[src/hdl/assert_macros.svh]
`ifndef ASSERT_MACROS_SVH
`define ASSERT_MACROS_SVH

// check a property on every clock edge outside reset
`define SRA_ASSERT(label, prop, msg) \
  label: assert property (@(posedge clk) disable iff (!rst_n) (prop)) else $error(msg);

// check that cons holds in the cycle after ante
`define SRA_ASSERT_NEXT(label, ante, cons, msg) \
  label: assert property (@(posedge clk) disable iff (!rst_n) (ante) |=> (cons)) \
    else $error(msg);

`endif

[src/hdl/sra_pkg.sv]
package sra_pkg;

  localparam int CAP_W   = 29;
  localparam int OFF_W   = 28;
  localparam int ID_W    = 32;
  localparam int VAL_W   = 64;
  localparam int REQ_W   = 48;
  localparam int FB_W    = 32;
  localparam int ACT_W   = 2;
  localparam int STAT_W  = 2;

  localparam int PADDR_W   = 3;
  localparam int PDATA_W   = 32;
  localparam int REG_IDX_W = PADDR_W - 2;

  localparam logic [REG_IDX_W-1:0] REG_CAPACITY = '0;

  localparam logic [CAP_W-1:0] CAP_RESET = 29'd16777216;

  localparam int ALIGN_BYTES_DEF = 256;
  localparam int MAX_SPANS_DEF   = 64;

  typedef enum logic [ACT_W-1:0] {
    ACT_ACQUIRE = 2'd0,
    ACT_CLOSE   = 2'd1,
    ACT_RECLAIM = 2'd2,
    ACT_FRAME   = 2'd3
  } act_t;

  typedef enum logic [STAT_W-1:0] {
    STAT_OK         = 2'd0,
    STAT_NO_SPACE   = 2'd1,
    STAT_TABLE_FULL = 2'd2,
    STAT_UNKNOWN_ID = 2'd3
  } stat_t;

  typedef struct packed {
    logic load;
    logic acq_mul;
    logic acq_scale;
    logic acq_align;
    logic acq_place;
    logic acq_commit;
    logic close_exec;
    logic rec_step;
    logic frame_clear;
    logic emit;
  } dp_cmd_t;

  typedef struct packed {
    logic table_empty;
    logic rec_ok;
  } dp_stat_t;

endpackage

[src/hdl/sra_ctrl.sv]
`include "assert_macros.svh"

module sra_ctrl
  import sra_pkg::*;
(
  input  logic             clk,
  input  logic             rst_n,
  input  logic             start,
  input  logic [ACT_W-1:0] action,
  input  dp_stat_t         dp_stat,
  output dp_cmd_t          cmd,
  output logic             busy,
  output logic             out_valid
);

  typedef enum logic [9:0] {
    S_IDLE      = 10'b00_0000_0001,
    S_ACQ_MUL   = 10'b00_0000_0010,
    S_ACQ_SCALE = 10'b00_0000_0100,
    S_ACQ_ALIGN = 10'b00_0000_1000,
    S_ACQ_PLACE = 10'b00_0001_0000,
    S_ACQ_COMMIT= 10'b00_0010_0000,
    S_CLOSE     = 10'b00_0100_0000,
    S_REC_ADDR  = 10'b00_1000_0000,
    S_REC_CHK   = 10'b01_0000_0000,
    S_FRAME     = 10'b10_0000_0000
  } state_t;

  state_t state_r, state_nxt;
  logic   strobe_r;

  always_comb begin
    cmd       = '0;
    state_nxt = state_r;
    case (state_r)
      S_IDLE: begin
        if (start) begin
          cmd.load = 1'b1;
          case (act_t'(action))
            ACT_ACQUIRE: state_nxt = S_ACQ_MUL;
            ACT_CLOSE:   state_nxt = S_CLOSE;
            ACT_RECLAIM: state_nxt = S_REC_ADDR;
            ACT_FRAME:   state_nxt = S_FRAME;
            default:     state_nxt = S_IDLE;
          endcase
        end
      end
      S_ACQ_MUL: begin
        cmd.acq_mul = 1'b1;
        state_nxt   = S_ACQ_SCALE;
      end
      S_ACQ_SCALE: begin
        cmd.acq_scale = 1'b1;
        state_nxt     = S_ACQ_ALIGN;
      end
      S_ACQ_ALIGN: begin
        cmd.acq_align = 1'b1;
        state_nxt     = S_ACQ_PLACE;
      end
      S_ACQ_PLACE: begin
        cmd.acq_place = 1'b1;
        state_nxt     = S_ACQ_COMMIT;
      end
      S_ACQ_COMMIT: begin
        cmd.acq_commit = 1'b1;
        cmd.emit       = 1'b1;
        state_nxt      = S_IDLE;
      end
      S_CLOSE: begin
        cmd.close_exec = 1'b1;
        cmd.emit       = 1'b1;
        state_nxt      = S_IDLE;
      end
      S_REC_ADDR: begin
        if (dp_stat.table_empty) begin
          cmd.emit  = 1'b1;
          state_nxt = S_IDLE;
        end else begin
          state_nxt = S_REC_CHK;
        end
      end
      S_REC_CHK: begin
        if (dp_stat.rec_ok) begin
          cmd.rec_step = 1'b1;
          state_nxt    = S_REC_ADDR;
        end else begin
          cmd.emit  = 1'b1;
          state_nxt = S_IDLE;
        end
      end
      S_FRAME: begin
        cmd.frame_clear = 1'b1;
        cmd.emit        = 1'b1;
        state_nxt       = S_IDLE;
      end
      default: state_nxt = S_IDLE;
    endcase
  end

  always_ff @(posedge clk) begin
    if (!rst_n) begin
      state_r  <= S_IDLE;
      strobe_r <= 1'b0;
    end else begin
      state_r  <= state_nxt;
      strobe_r <= cmd.emit;
    end
  end

  assign busy      = (state_r != S_IDLE);
  assign out_valid = strobe_r;

  `SRA_ASSERT_NEXT(a_strobe_single, out_valid, !out_valid, "result strobe held two cycles")
  `SRA_ASSERT_NEXT(a_accept_busy, start && !busy, busy, "accepted item did not raise busy")

endmodule

[config.mk]
export PLATFORM = sky130hd
export DESIGN_NAME = sra_ctrl
export DESIGN_NICKNAME = d
export VERILOG_FILES = /design/src/hdl/sra_pkg.sv /design/src/hdl/sra_ctrl.sv
export VERILOG_INCLUDE_DIRS = /design/src /design/src/hdl
export SDC_FILE = /design/constraint.sdc
export NUM_CORES = 1
export LEC_CHECK = 0
export ABC_AREA = 1
export BUFFER_PORTS_ARGS = -buffer_cell sky130_fd_sc_hd__buf_2
export CORE_MARGIN = 2
export CORE_UTILIZATION = 53
export CTS_BUF_LIST = sky130_fd_sc_hd__clkbuf_4
export DETAILED_ROUTE_END_ITERATION = 8
export PLACE_DENSITY = 0.8
export SYNTH_ARGS = -nofsm -noshare
export SYNTH_HDL_FRONTEND = slang
export SYNTH_SLANG_ARGS = --single-unit
[constraint.sdc]
create_clock -name clk -period 1.4 [get_ports clk]
set_input_delay 0.42 -clock clk [delete_from_list [all_inputs] [get_ports clk]]
set_output_delay 0.42 -clock clk [all_outputs]
set_load 0.05 [all_outputs]
==> metrics.yaml, run 1 <==
cts:
  ctsHoldBuffers: 0
  root_buffer: "clkbuf_4"
  clockBufferDepth: 2
  post_cts_buffers: 8
  htree_num_levels: 1
  post_cts_resized: 47
  numCtsBuffers: 3
  cts.sinks: 11
run_status:
  outcome: "aborted with a tool error"
  lastStage: "4_1_cts"
  stop_error: "[ERROR DPL-0038] Utilization greater than 100%, impossible to legalize"
synthesis:
  synth_most_common_cell: "inv_1"
  synth_area_leaders: "dfxtp_1 (30%), inv_1 (14%), nor2_1 (9.6%)"
  yosys-top-cells-count: "inv_1 (28), nor2_1 (19), nand2_1 (17)"
  synth.avg_cell_area_um2: 6.90
  netlist_instances: 108
  syn_nets: 115
  synth_edf_count: 0
  async_flop_share: 0
  syn_area_um2: 746
  ys_seq_area_frac: 0.295
  yosysTopAreaCell: "dfxtp_1"
  synth.ff_latch_count: 11
  synth_cell_types: 15
  synth_top_area_frac: 0.295
  ys.flop_type: "dfxtp_1"
  yosysWarnings: 0
floorplan:
  fp.dieW_um: 41.5
  initial_core_util: 0.573
  io_pins: 19
  row_count: 13
  die_h_um: 41.5
placed_design:
  place_congestion: 0.765
  dp_hpwl_um: 1410
  numPortBuffers: 18
  pre_cts_slack_ns: -0.265
-- logic make-up after synthesis --
group	Yosys count	share of synthesized area
simple gates	69	0.564
buf+inv	28	0.141
flops	11	0.295
-- through the flow --
step / cell area [um2] / cells
2_1_floorplan: 830 / 108
3_5_place_dp: 1070 / 159
3_3_place_gp: 1070 / 159
==> inputs of run 2 (changes only) <==
--- a/config.mk
+++ b/config.mk
@@ -8,11 +8,10 @@
 export LEC_CHECK = 0
 export ABC_AREA = 1
 export BUFFER_PORTS_ARGS = -buffer_cell sky130_fd_sc_hd__buf_2
-export CORE_MARGIN = 2
-export CORE_UTILIZATION = 53
-export CTS_BUF_LIST = sky130_fd_sc_hd__clkbuf_4
+export CORE_AREA = 2 2 63 65
 export DETAILED_ROUTE_END_ITERATION = 8
-export PLACE_DENSITY = 0.8
+export DIE_AREA = 0 0 65 67
+export PLACE_DENSITY_LB_ADDON = 0.15
 export SYNTH_ARGS = -nofsm -noshare
 export SYNTH_HDL_FRONTEND = slang
 export SYNTH_SLANG_ARGS = --single-unit
==> run 2 against run 1 <==
Against the previous run: the flow now finishes, with violations (negative setup slack); synthesized cell count unchanged; synthesized area unchanged.
==> metrics.yaml, run 2 <==
timing:
  hold-worst-slack_ns: 0.354
  post-route-min-period_ns: 1.83
  fin_crit_sh: 1.30
  setup_slack_ns: -0.425
  drv_slew: 0
  finalHoldViolCount: 0
  rsz0062_at_grt: "yes"
  setup_viol: 11
  tightest_slew_ns: 0.263
  relSlewSlack: 0.824
  skew_ns: 0.00253
  fmax_ghz: 0.548
synthesis:
  syn_nets: 115
  synth_cell_types: 15
  ys.flop_type: "dfxtp_1"
  ys_seq_area_frac: 0.295
  synth.avg_cell_area_um2: 6.90
  yosys-top-cells-count: "inv_1 (28), nor2_1 (19), nand2_1 (17)"
  synth.ff_latch_count: 11
  yosysTopAreaCell: "dfxtp_1"
  synth_most_common_cell: "inv_1"
  async_flop_share: 0
  synth_area_leaders: "dfxtp_1 (30%), inv_1 (14%), nor2_1 (9.6%)"
  yosysWarnings: 0
  syn_area_um2: 746
  netlist_instances: 108
  synth_edf_count: 0
  synth_top_area_frac: 0.295
critical_path:
  crit_fanout: 4
  reg2reg_slack_ns: 0.11
  crit_required_ns: 0.98
  worst_ep_arrival_time_ns: 1.41
  crit_path_end_kind: "primary output"
  start_kind: "register"
  worst-setup-path-type: "reg2out"
floorplan:
  die_h_um: 67
  io_pins: 19
  row_count: 22
  dieArea_um2: 4360
  fp.dieW_um: 65
  coreArea_um2: 3610
  initial_core_util: 0.207
layout:
  area_growth_pct: 85.9
  drive_gt1_frac: 0.667
  fillers: 353
  stdcell_count: 204
  layout_commonest_cell: "buf_4"
  largest-register: "state_r"
  multi_input_area_um2: 519
  largest_register_ffs: 10
  nets: 164
  diodes: 0
  layout_common_cells: "buf_4 (22), inv_1 (19), nor2_1 (13), nor2_4 (10), nand2_2 (10)"
  seqCellArea_um2: 231
  design_area_um2: 1390
cts:
  htree_num_levels: 1
  numCtsBuffers: 3
  clk_latency_ns: 0.23
  tritoncts: "done"
  cts.sinks: 11
  root_buffer: "clkbuf_8"
  clkTransAtPathRegs_ns: 0.05
  clockBufferDepth: 2
routing:
  drt_iter0_drc: 6
  first_pass_iters: 4
  drc_errors: 0
  vias: 782
  post_drt_via_cell_ratio: 3.83
  routedWlPerCell_um: 9.29
  finalWirelength_um: 1900
  ant_nets: 0
grt:
  grt_max_degree: 8
  track_usage: 0.101
  grt.overflow.total: 0
  antenna_found_initial: 0
  grt_pass1_wl_um: 3440
  grt_pass1_vias: 823
flow_run:
  cap_violations: 0
placed_design:
  dp_cells: 197
  dp_hpwl_um: 1570
  place_congestion: 0.764
  numPortBuffers: 18
  place_area_um2: 1150
power_and_ir_drop:
  p_leak_uw: 0.000661
  ir_worst_vdd_v: 0.000399
  power.density_nw_per_um2: 734
hold_path:
  hold_class: "in2reg"
run_status:
  outcome: "finished with violations"
  violations: "negative setup slack"
-- run 2: cell counts after synthesis --
No cell type changed its count.
-- run 2: cells by family (layout without fill, tap and decap cells) --
family                 Yosys count  in the layout  share of synthesized area
AND/OR/NAND/NOR                 69             69                      0.564
buffers and inverters           28             76                      0.141
flip-flops                      11             11                      0.295
-- run 2: per-stage QoR --
| step | utilization | setup slack [ns] | setup TNS [ns] | total power [uW] |
|---|---|---|---|---|
| after floorplan | - | -0.206 | -0.400 | 555 |
| after global routing | 0.384 | -0.510 | -4.55 | 1090 |
| final | 0.384 | -0.425 | -3.72 | 1020 |
| after detailed placement | 0.320 | -0.283 | -2.03 | 649 |
| after CTS | 0.375 | -0.441 | -3.86 | 1000 |
| after global placement | 0.320 | -0.275 | -1.96 | 647 |
-- run 2: path summary, 6_finish.rpt --
path                            from                       to  cells past startpoint
max          state_r[2]$_SDFFE_PN0P_                   cmd[0]                      8
min                       dp_stat[1]  state_r[8]$_SDFFE_PN0P_                      2
max reg2reg  state_r[4]$_SDFFE_PN0P_  state_r[0]$_SDFFE_PN1P_                      9
min reg2reg  state_r[3]$_SDFFE_PN0P_  state_r[2]$_SDFFE_PN0P_                      6
-- run 2: worst max-delay path, cell delays in order, from the launching register on --
cell and delay [ns]:
dfxtp_2 0.33, nor2_4 0.16, nand2_4 0.10, nor2_4 0.17, nand2_2 0.10, nand3_2 0.08
nor2_2 0.05, inv_2 0.05, buf_8 0.14
-- run 2: where the power goes --
group	total, uW	switching, uW	leakage, uW	internal [uW]
Sequential	334	9.69	0.0000936	324
Clock	316	116	0.0000228	200
Combinational	368	211	0.000545	157
-- run 2: metal layers --
layer  part of all wire  up-vias  GRT usage
met3              0.021        2     0.0169
met2               0.53        8      0.189
met5                  0        -          0
met4             0.0074        0     0.0239
met1               0.44      361      0.119
li1                   -      411          -
-- run 2: repair_timing --
action	in CTS	in global routing
setup endpoints to repair	11	12
resized for setup	42	11
setup buffers	3	2
hold endpoints to repair	0	0
hold buffers	0	0
pin swaps	6	10
-- run 2: layout make-up --
class / count / area share
Clock buffer: 4 / 0.0325
Timing Repair Buffer: 44 / 0.285
Sequential cell: 11 / 0.167
Multi-Input combinational cell: 69 / 0.375
Tap cell: 48 / 0.0433
Inverter: 28 / 0.0975
No activity file was read; power rests on OpenSTA's default activity.
